===== config.mk =====
export PLATFORM = sky130hd
export DESIGN_NAME = modexp_square_and_multiply
export DESIGN_NICKNAME = d
export VERILOG_FILES = /design/src/rtl/mexp_pkg.sv /design/src/rtl/mexp_mulmod.sv /design/src/rtl/modexp_square_and_multiply.sv
export SDC_FILE = /design/constraint.sdc
export NUM_CORES = 1
export LEC_CHECK = 0
export BUFFER_PORTS_ARGS = -buffer_cell sky130_fd_sc_hd__buf_4
export CORE_MARGIN = 2
export CORE_UTILIZATION = 25
export CTS_CLUSTER_DIAMETER = 150
export CTS_CLUSTER_SIZE = 16
export DETAILED_ROUTE_END_ITERATION = 6
export PLACE_DENSITY = 0.5
export SYNTH_ARGS = -nofsm -noshare
export SYNTH_HDL_FRONTEND = slang
export SYNTH_HIERARCHICAL = 1
export SYNTH_SLANG_ARGS = --single-unit

===== constraint.sdc =====
create_clock -name clock -period 5.3 [get_ports clock]
set_input_delay 1.06 -clock clock [delete_from_list [all_inputs] [get_ports clock]]
set_output_delay 1.06 -clock clock [all_outputs]
set_load 0.02 [all_outputs]

===== src/rtl/mexp_pkg.sv =====
// Shared constants for the modular exponentiation block.
package mexp_pkg;

   localparam int DATA_WIDTH_DEFAULT = 32;
   localparam int FIELD_WIDTH = 32;
   localparam logic [FIELD_WIDTH-1:0] MODULUS_RESET = FIELD_WIDTH'(2);

endpackage


===== src/rtl/mexp_mulmod.sv =====
// Iterative modular multiplier built around one shared modular add unit.
module mexp_mulmod
   import mexp_pkg::*;
#(
   parameter int WIDTH = DATA_WIDTH_DEFAULT
) (
   input  logic             clock,
   input  logic             reset,
   input  logic             mul_start,
   input  logic [WIDTH-1:0] mul_x,
   input  logic [WIDTH-1:0] mul_y,
   input  logic [WIDTH-1:0] mul_m,
   output logic             mul_done,
   output logic [WIDTH-1:0] mul_result
);

   localparam int CW = (WIDTH > 1) ? $clog2(WIDTH) : 1;

   logic             active_ff, active_in;
   logic             add_phase_ff, add_phase_in;
   logic             done_ff, done_in;
   logic [WIDTH-1:0] r_ff, r_in;
   logic [WIDTH-1:0] y_ff, y_in;
   logic [CW-1:0]    cnt_ff, cnt_in;

   logic [WIDTH-1:0] addend;
   logic [WIDTH:0]   sum;
   logic [WIDTH:0]   diff;
   logic [WIDTH-1:0] reduced;

   // The shared unit: (r + addend) mod m, valid for both operands below m.
   always_comb begin
      addend  = add_phase_ff ? mul_x : r_ff;
      sum     = {1'b0, r_ff} + {1'b0, addend};
      diff    = sum - {1'b0, mul_m};
      reduced = (sum >= {1'b0, mul_m}) ? diff[WIDTH-1:0] : sum[WIDTH-1:0];
   end

   always_comb begin
      active_in    = active_ff;
      add_phase_in = add_phase_ff;
      done_in      = 1'b0;
      r_in         = r_ff;
      y_in         = y_ff;
      cnt_in       = cnt_ff;
      if (!active_ff) begin
         if (mul_start) begin
            active_in    = 1'b1;
            add_phase_in = 1'b0;
            r_in         = '0;
            y_in         = mul_y;
            cnt_in       = CW'(WIDTH - 1);
         end
      end else begin
         r_in = reduced;
         if (!add_phase_ff && y_ff[WIDTH-1]) begin
            add_phase_in = 1'b1;
         end else begin
            add_phase_in = 1'b0;
            y_in         = {y_ff[WIDTH-2:0], 1'b0};
            if (cnt_ff == '0) begin
               active_in = 1'b0;
               done_in   = 1'b1;
            end else begin
               cnt_in = cnt_ff - CW'(1);
            end
         end
      end
   end

   always_ff @(posedge clock) begin
      if (reset) begin
         active_ff    <= 1'b0;
         add_phase_ff <= 1'b0;
         done_ff      <= 1'b0;
      end else begin
         active_ff    <= active_in;
         add_phase_ff <= add_phase_in;
         done_ff      <= done_in;
      end
   end

   always_ff @(posedge clock) begin
      r_ff   <= r_in;
      y_ff   <= y_in;
      cnt_ff <= cnt_in;
   end

   assign mul_done   = done_ff;
   assign mul_result = r_ff;

endmodule


===== src/rtl/modexp_square_and_multiply.sv =====
// Top level: square-and-multiply sequencer for modular exponentiation.
//
// Channel   Direction  Handshake              Payload
// request   in         start && !busy         req_base, req_exponent
// response  out        rsp_valid, one cycle   rsp_power_mod
// csr       in         csr_wr_en              csr_wr_data (modulus)
//
// One transaction takes one reduction of the base and then, per exponent bit,
// one squaring plus one multiplication when the bit is set. Each modular
// multiplication runs through the shared add unit, one doubling per multiplier
// bit plus one addition per set bit, and busy stays high until the result is out.
// A modulus below two returns zero in the cycle after acceptance.
// Reset is synchronous and sets the modulus to two; the receiver cannot stall.
module modexp_square_and_multiply
   import mexp_pkg::*;
#(
   parameter int WIDTH = DATA_WIDTH_DEFAULT
) (
   input  logic                   clock,
   input  logic                   reset,
   input  logic                   start,
   output logic                   busy,
   input  logic [FIELD_WIDTH-1:0] req_base,
   input  logic [FIELD_WIDTH-1:0] req_exponent,
   output logic                   rsp_valid,
   output logic [FIELD_WIDTH-1:0] rsp_power_mod,
   input  logic                   csr_wr_en,
   input  logic [FIELD_WIDTH-1:0] csr_wr_data
);

   localparam int CW = (WIDTH > 1) ? $clog2(WIDTH) : 1;

   localparam logic [1:0] ST_IDLE   = 2'd0;
   localparam logic [1:0] ST_REDUCE = 2'd1;
   localparam logic [1:0] ST_SQUARE = 2'd2;
   localparam logic [1:0] ST_MULT   = 2'd3;

   logic [1:0]             state_ff, state_in;
   logic [FIELD_WIDTH-1:0] modulus_ff, modulus_in;
   logic                   rsp_valid_ff, rsp_valid_in;
   logic [FIELD_WIDTH-1:0] rsp_data_ff, rsp_data_in;
   logic                   mul_start_ff, mul_start_in;
   logic [WIDTH-1:0]       mul_x_ff, mul_x_in;
   logic [WIDTH-1:0]       mul_y_ff, mul_y_in;
   logic [WIDTH-1:0]       base_ff, base_in;
   logic [WIDTH-1:0]       exp_ff, exp_in;
   logic [CW-1:0]          bit_ff, bit_in;

   logic [WIDTH-1:0] m_use;
   logic             mul_done;
   logic [WIDTH-1:0] mul_result;

   assign m_use = WIDTH'(modulus_ff);

   mexp_mulmod #(
      .WIDTH (WIDTH)
   ) u_mulmod (
      .clock      (clock),
      .reset      (reset),
      .mul_start  (mul_start_ff),
      .mul_x      (mul_x_ff),
      .mul_y      (mul_y_ff),
      .mul_m      (m_use),
      .mul_done   (mul_done),
      .mul_result (mul_result)
   );

   always_comb begin
      state_in     = state_ff;
      modulus_in   = csr_wr_en ? csr_wr_data : modulus_ff;
      rsp_valid_in = 1'b0;
      rsp_data_in  = rsp_data_ff;
      mul_start_in = 1'b0;
      mul_x_in     = mul_x_ff;
      mul_y_in     = mul_y_ff;
      base_in      = base_ff;
      exp_in       = exp_ff;
      bit_in       = bit_ff;
      case (state_ff)
         ST_IDLE: begin
            if (start) begin
               if (m_use < WIDTH'(2)) begin
                  rsp_valid_in = 1'b1;
                  rsp_data_in  = '0;
               end else begin
                  exp_in       = WIDTH'(req_exponent);
                  mul_x_in     = WIDTH'(1);
                  mul_y_in     = WIDTH'(req_base);
                  mul_start_in = 1'b1;
                  state_in     = ST_REDUCE;
               end
            end
         end
         ST_REDUCE: begin
            if (mul_done) begin
               base_in      = mul_result;
               mul_x_in     = WIDTH'(1);
               mul_y_in     = WIDTH'(1);
               mul_start_in = 1'b1;
               bit_in       = CW'(WIDTH - 1);
               state_in     = ST_SQUARE;
            end
         end
         ST_SQUARE, ST_MULT: begin
            if (mul_done) begin
               if (state_ff == ST_SQUARE && exp_ff[WIDTH-1]) begin
                  mul_x_in     = mul_result;
                  mul_y_in     = base_ff;
                  mul_start_in = 1'b1;
                  state_in     = ST_MULT;
               end else if (bit_ff == '0) begin
                  rsp_valid_in = 1'b1;
                  rsp_data_in  = FIELD_WIDTH'(mul_result);
                  state_in     = ST_IDLE;
               end else begin
                  bit_in       = bit_ff - CW'(1);
                  exp_in       = {exp_ff[WIDTH-2:0], 1'b0};
                  mul_x_in     = mul_result;
                  mul_y_in     = mul_result;
                  mul_start_in = 1'b1;
                  state_in     = ST_SQUARE;
               end
            end
         end
         default: begin
            state_in = ST_IDLE;
         end
      endcase
   end

   always_ff @(posedge clock) begin
      if (reset) begin
         state_ff     <= ST_IDLE;
         modulus_ff   <= MODULUS_RESET;
         rsp_valid_ff <= 1'b0;
         mul_start_ff <= 1'b0;
      end else begin
         state_ff     <= state_in;
         modulus_ff   <= modulus_in;
         rsp_valid_ff <= rsp_valid_in;
         mul_start_ff <= mul_start_in;
      end
   end

   always_ff @(posedge clock) begin
      rsp_data_ff <= rsp_data_in;
      mul_x_ff    <= mul_x_in;
      mul_y_ff    <= mul_y_in;
      base_ff     <= base_in;
      exp_ff      <= exp_in;
      bit_ff      <= bit_in;
   end

   assign busy          = (state_ff != ST_IDLE);
   assign rsp_valid     = rsp_valid_ff;
   assign rsp_power_mod = rsp_data_ff;

endmodule

# After elaboration in Yosys (flattened, before gate mapping)
# Index checks and enable logic that the tools add are counted.
# word_totals
regBits,273
inputBits,100
out_inout_bits,34
word_cells,125
# op_classes
add_sub_neg,4
magnitude_cmp,2
n_eq_ne,14
muxes,68
n_bitwise,1
n_reduce_logical,20
# ops
operator,n
32-bit 2-to-1 mux,27
32-bit one-hot mux with 3 select lines,2
32-bit one-hot mux with 2 select lines,2
5-bit 2-to-1 mux,8
32-bit by 32-bit adder with 33-bit output,1
33-bit by 32-bit greater-or-equal comparator with 1-bit output,1
32-bit by 2-bit < comparator with 1-bit output (second input constant),1
32-bit subtractor,1
1-bit 2-to-1 mux,19
2-bit != test (second input constant),8
2-bit 2-to-1 mux,6
6-bit AND reduction,2
5-bit zero test,2
5-bit one-hot mux with 2 select lines,1
5-bit AND reduction,2
5-bit by 1-bit subtractor with 5-bit output (second input constant),2
2-bit nonzero test,4
2-bit one-hot mux with 3 select lines,1
2-bit equality test (second input constant),2
2-bit by 1-bit != test with 1-bit output (second input constant),2
2-bit AND reduction,2
4-bit AND reduction,1
3-bit != test (second input constant),1
1-bit one-hot mux with 3 select lines,1
9 further kinds,10

# Logic depth before layout (Yosys ltp)
# depth
ltp_word,5
mapped_depth,25
depth_no_buf,23

# Modules after synthesis
# The synthesis kept the hierarchy.
# by_module_without_submodules
mod,instances,cells_per_inst,area_each_um2,seq_area_each_um2
modexp_square_and_multiply,1,518,7728.7,5675.4
mexp_mulmod,1,725,6977.9,2132.0

# Worst setup path after synthesis
# OpenSTA, ideal clock, no wires.
# synth_timing
kind,reg-to-reg
start,register u_mulmod.add_phase_ff
end,register u_mulmod.r_ff[1] (netlist: u_mulmod/mul_result[1]) (data pin)
setup_ns,0.266
t_arrival_ns,5.336
required_ns,5.034
path_slack_ns,-0.302
stages_incl_launch_ff,25
n_path_buf,3
synth_period_minus_slack_ns,5.602
cell_sequence,dfxtp_1 clkbuf_1 clkbuf_1 mux2_2 ha_1 a21o_1 a31o_1 a2111oi_4 a31oi_2 a221oi_4 o21ai_2 a21oi_1 xnor2_1 ha_1 and2_1 and3_1 nand4_1 nor3_1 nor2_1 o221ai_1 a211o_1 a21oi_4 buf_6 mux2i_1 nor2_1
# synth_via
elab_chain_len,5
elab_cells_between_ends,6
classes_between,add/sub: 2; order compare: 1; mux: 3
# synth_lines
item,line,rtl
from (decl),mexp_mulmod.sv:20,"logic add_phase_ff, add_phase_in;"
from (signal assigned),mexp_mulmod.sv:78,add_phase_ff <= add_phase_in;
32-bit 2-to-1 mux *,mexp_mulmod.sv:33,addend = add_phase_ff ? mul_x : r_ff;
32-bit by 32-bit adder with 33-bit output *,mexp_mulmod.sv:34,"sum = {1'b0, r_ff} + {1'b0, addend};"
32-bit subtractor or 33-bit by 32-bit greater-or-equal comparator with 1-bit output (tied branches),"mexp_mulmod.sv:35, mexp_mulmod.sv:36",
32-bit 2-to-1 mux *,mexp_mulmod.sv:36,"reduced = (sum >= {1'b0, mul_m}) ? diff[WIDTH-1:0] : sum[WIDTH-1:0];"
32-bit 2-to-1 mux *,mexp_mulmod.sv:46,if (!active_ff) begin
to (signal assigned),mexp_mulmod.sv:84,r_ff <= r_in;
to (decl),mexp_mulmod.sv:22,"logic [WIDTH-1:0] r_ff, r_in;"
# Mark *: on every way between the ends. The rest lies on a longest branch, timed or not.
# A chain may end at the register's enable or synchronous reset.

# Worst setup path after layout
# layout_timing
start,register u_mulmod.add_phase_ff
end,register u_mulmod.r_ff[13] (netlist: u_mulmod/mul_result[13]) (data pin)
# The elaborated chain is that of the path after synthesis.

==> flow_summary.yaml <==
cells_and_area:
  syn_to_final_growth_pct: 26.9
  nets: 1653
  layout-drive-gt1-share_pct: 32.3
  fillers: 5943
  antennaDiodeCount: 0
  fin_util_pct: 32.2
global_routing:
  overflow: 0
  antenna_found_initial: 0
  grt_start_max_net_pins: 58
  first_global_vias: 10200
  grtUsageTotal_pct: 12.5
  grt_pass1_wl_mm: 59.7
status:
  status: "finished, final reports clean"
sta:
  fin_skew_ns: 0.0263
  finalMaxSlewViolations: 0
  finalCritPeriodShare_pct: 100
  fin_crit_ns: 5.30
  worst_pin_slew_ns: 1.17
  setup_viol: 0
  rsz0062_at_grt: "true"
  relSlewSlack_pct: 22.0
  finalHoldViolCount: 0
  max_clock_freq_mhz: 189
worst_hold_path:
  hold_start: "m_use[12]$_SDFFE_PP0P_"
  whs_endpoint: "m_use[12]$_SDFFE_PP0P_"
  hold_class: "reg2reg"
  whs_path_depth: 2
clock_network:
  clk_pin_slew_ns: 0.08
  clock-sinks: 273
  tritoncts: "yes"
  cts_inserted_buffers: 21
  clock_latency_ns: 0.53
  clk_path_buf_depth: 3
  holdBufCountCts: 0
  cts-root-buf: "clkbuf_16"
  cts_max_level: 1
setup_path:
  ff2ff_setup_slack_ns: 0.002
  crit_start: "u_mulmod/add_phase_ff$_SDFFE_PP0P_"
  critical_path_arrival_ns: 5.57
  reg2reg_from: "u_mulmod/add_phase_ff$_SDFFE_PP0P_"
  cp-end-kind: "register"
  timing.rr.end: "u_mulmod/mul_result[13]$_SDFFCE_PN0P_"
  worstPathRequired_ns: 5.57
  cp_max_fo: 6
  ff2ff_path_depth: 25
  crit_type: "reg2reg"
  startpoint_type: "register"
pwr:
  switchingPower_w: 0.00328
  swShare_pct: 36.6
  powerDensity_mw_per_mm2: 479
  pwr-share-clk_pct: 17.0
  leakagePower_nw: 7.15
  pwr-share-seq_pct: 29.6
  p_int_w: 0.00567
  ir_drop_uv: 266
  power_w: 0.00895
  combPwrFrac_pct: 53.5
floorplan:
  die_h_um: 247
  dieArea_mm2: 0.0608
  core_mm2: 0.0579
  start_util_pct: 25.4
  top_level_ports: 134
  die-width_um: 247
  rows: 88
routing:
  routed_wl_mm: 39.2
  vias: 10100
  dr.pass1.iters: 5
  drt_iter0_markers: 532
  post_drt_wl_per_cell_um: 17.3
  drc: 0
  via_per_inst: 4.48
  ant_nets: 0
placement:
  place_congestion: 0.803
  io_buffer_count: 133
  dp_hpwl_mm: 29.1
yosys:
  synth_seq_cells: 273
  synth-main-ff-cell: "edfxtp_1"
  synth_edf_count: 234
  syn_area_per_cell_um2: 11.8
  synth_area_mm2: 0.0147
  ys_warn_count: 6
  syn_nets: 1411
  synthCells: 1243
  synth_cell_types: 77
  async_reset_ff_share_pct: 0
  yosysSeqAreaShare_pct: 53.1
job:
  max_cap_violations: 0
==> critical path, stage by stage (launching register included) <==
cell,delay [ns]
dfxtp_4,0.39
buf_8,0.14
buf_6,0.13
mux2_4,0.31
ha_4,0.16
a21o_1,0.21
a31o_1,0.22
a2111oi_4,0.39
a31oi_4,0.15
a221oi_4,0.31
o21ai_2,0.12
a21oi_2,0.18
xnor2_2,0.17
ha_1,0.29
and2_4,0.15
and3_4,0.17
nand4_1,0.14
nor3_4,0.05
nor2_2,0.14
o221ai_2,0.12
a211o_1,0.33
a21oi_4,0.17
buf_12,0.16
clkbuf_16,0.16
mux2i_1,0.20
nor2_1,0.06
==> through the flow <==
| stage | hold slack [ns] | setup TNS, ns | setup slack, ns | area, um2 | std cells |
|---|---|---|---|---|---|
| after floorplan | 0.467 | 0 | 0.00152 | 14700 | 1243 |
| after global placement | 0.505 | -12.12 | -0.527 | 17300 | 2202 |
| after detailed placement | 0.518 | -12.19 | -0.465 | 17300 | 2202 |
| after CTS | 0.537 | 0 | 0.00212 | 18200 | 2248 |
| after global routing | 0.557 | -4.19 | -0.165 | 18700 | 2263 |
| final | 0.535 | 0 | 0.00234 | 18700 | 2263 |
==> worst max-delay path by stage <==
stage	endpoint	cells past startpoint
final	u_mulmod/mul_result[13]$_SDFFCE_PN0P_	25
after global routing	u_mulmod/mul_result[28]$_SDFFCE_PN0P_	25
after CTS	u_mulmod/mul_result[22]$_SDFFCE_PN0P_	25
after detailed placement	u_mulmod/mul_result[0]$_SDFFCE_PN0P_	21
after global placement	u_mulmod/mul_result[0]$_SDFFCE_PN0P_	21
after floorplan	u_mulmod/mul_result[1]$_SDFFCE_PN0P_	24
==> kinds of logic (layout without fill, tap and decap cells) <==
kind of cell | count (synthesis) | after routing | share of synthesized area [%]
muxes | 147 | 147 | 10.8
AOI/OAI and AO/OA | 282 | 282 | 13.1
DFF | 273 | 273 | 53.1
buffers and inverters | 109 | 364 | 3.12
adders and majority gates | 68 | 68 | 5.89
and+or+nand+nor | 306 | 306 | 10.5
xor gates and xnor gates | 58 | 58 | 3.45
==> power by group through the flow <==
stage	clock network (W)	logic, W	registers [W]
floorplan	0	0.00273	0.00267
global placement	0	0.00417	0.00269
detailed placement	0	0.00416	0.00269
CTS	0.00158	0.00441	0.00265
global route	0.00165	0.00523	0.00267
finish	0.00152	0.00478	0.00265
==> synth_stat cells, drive strengths merged, types with 12 or more instances <==
cell    instances  share of area (%)
nand4          12               0.51
xor2           20                1.2
nor2b          17               0.72
o21ai          64                2.3
and2           37                1.6
nor3           12               0.41
inv            51                1.3
nor2           91                2.3
a21o           33                1.7
a22oi          32                1.6
nand2b         14               0.65
nand2          72                1.8
mux2i          53                3.6
and3           12               0.51
buf            25               0.98
ha             66                5.6
clkbuf         32               0.82
edfxtp        234                 48
a21oi          66                2.4
dfxtp          39                5.3
xnor2          38                2.3
mux2           94                7.2
nand3          17               0.61
==> flip-flops by register name, indices dropped and copies added (netlist names) <==
| name | count |
|---|---|
| base_ff | 32 |
| exp_ff | 32 |
| m_use | 32 |
| mul_x_ff | 32 |
| mul_y_ff | 32 |
| rsp_power_mod | 32 |
| u_mulmod/mul_result | 32 |
| u_mulmod/y_ff | 32 |
| bit_ff | 5 |
| u_mulmod/cnt_ff | 5 |
| state_ff | 2 |
| mul_start_ff | 1 |
| rsp_valid | 1 |
| u_mulmod/active_ff | 1 |
| u_mulmod/add_phase_ff | 1 |
| u_mulmod/mul_done | 1 |
==> timing repair <==
action	in CTS	in global routing
gates resized for setup	28	64
setup endpoints to repair	32	32
pin swaps	17	51
setup buffers	8	14
gates cloned	2	2
==> area by class of cell <==
cell class | instances | area, um2 | share of cell area [%]
sequential | 273 | 7810 | 41.9
multi-input combinational | 861 | 6920 | 37.1
timing repair buffer | 276 | 2190 | 11.7
tap | 765 | 957 | 5.13
clock buffer | 35 | 578 | 3.10
inverter | 52 | 195 | 1.05
clock inverter | 1 | 16.3 | 0.0871
==> cells in the final DEF, fill, tap and decap left out, types with 13 or more instances in the layout <==
| cell type | Yosys | final |
|---|---|---|
| buf_4 | 1 | 264 |
| edfxtp_1 | 234 | 234 |
| mux2_2 | 94 | 90 |
| nand3_1 | 16 | 14 |
| nor2_1 | 91 | 88 |
| clkbuf_1 | 32 | 14 |
| o21ai_0 | 53 | 51 |
| mux2i_1 | 53 | 50 |
| nor2b_1 | 17 | 15 |
| a22oi_1 | 32 | 32 |
| a21o_1 | 33 | 33 |
| nand2b_1 | 13 | 13 |
| and2_1 | 37 | 35 |
| xor2_1 | 20 | 20 |
| ha_1 | 66 | 57 |
| clkbuf_16 | 0 | 23 |
| nand2_1 | 72 | 71 |
| dfxtp_1 | 39 | 36 |
| xnor2_1 | 38 | 30 |
| inv_1 | 50 | 50 |
| a21oi_1 | 63 | 49 |
==> layer usage <==
metal	track usage (%)	vias to the layer above	routed length [um]
met5	0	-	0
met4	2.43	0	508
met3	1.43	29	1240
met2	19.6	160	17400
met1	18.6	4845	20000
li1	-	5099	-
(Power assumes the default switching activity.)
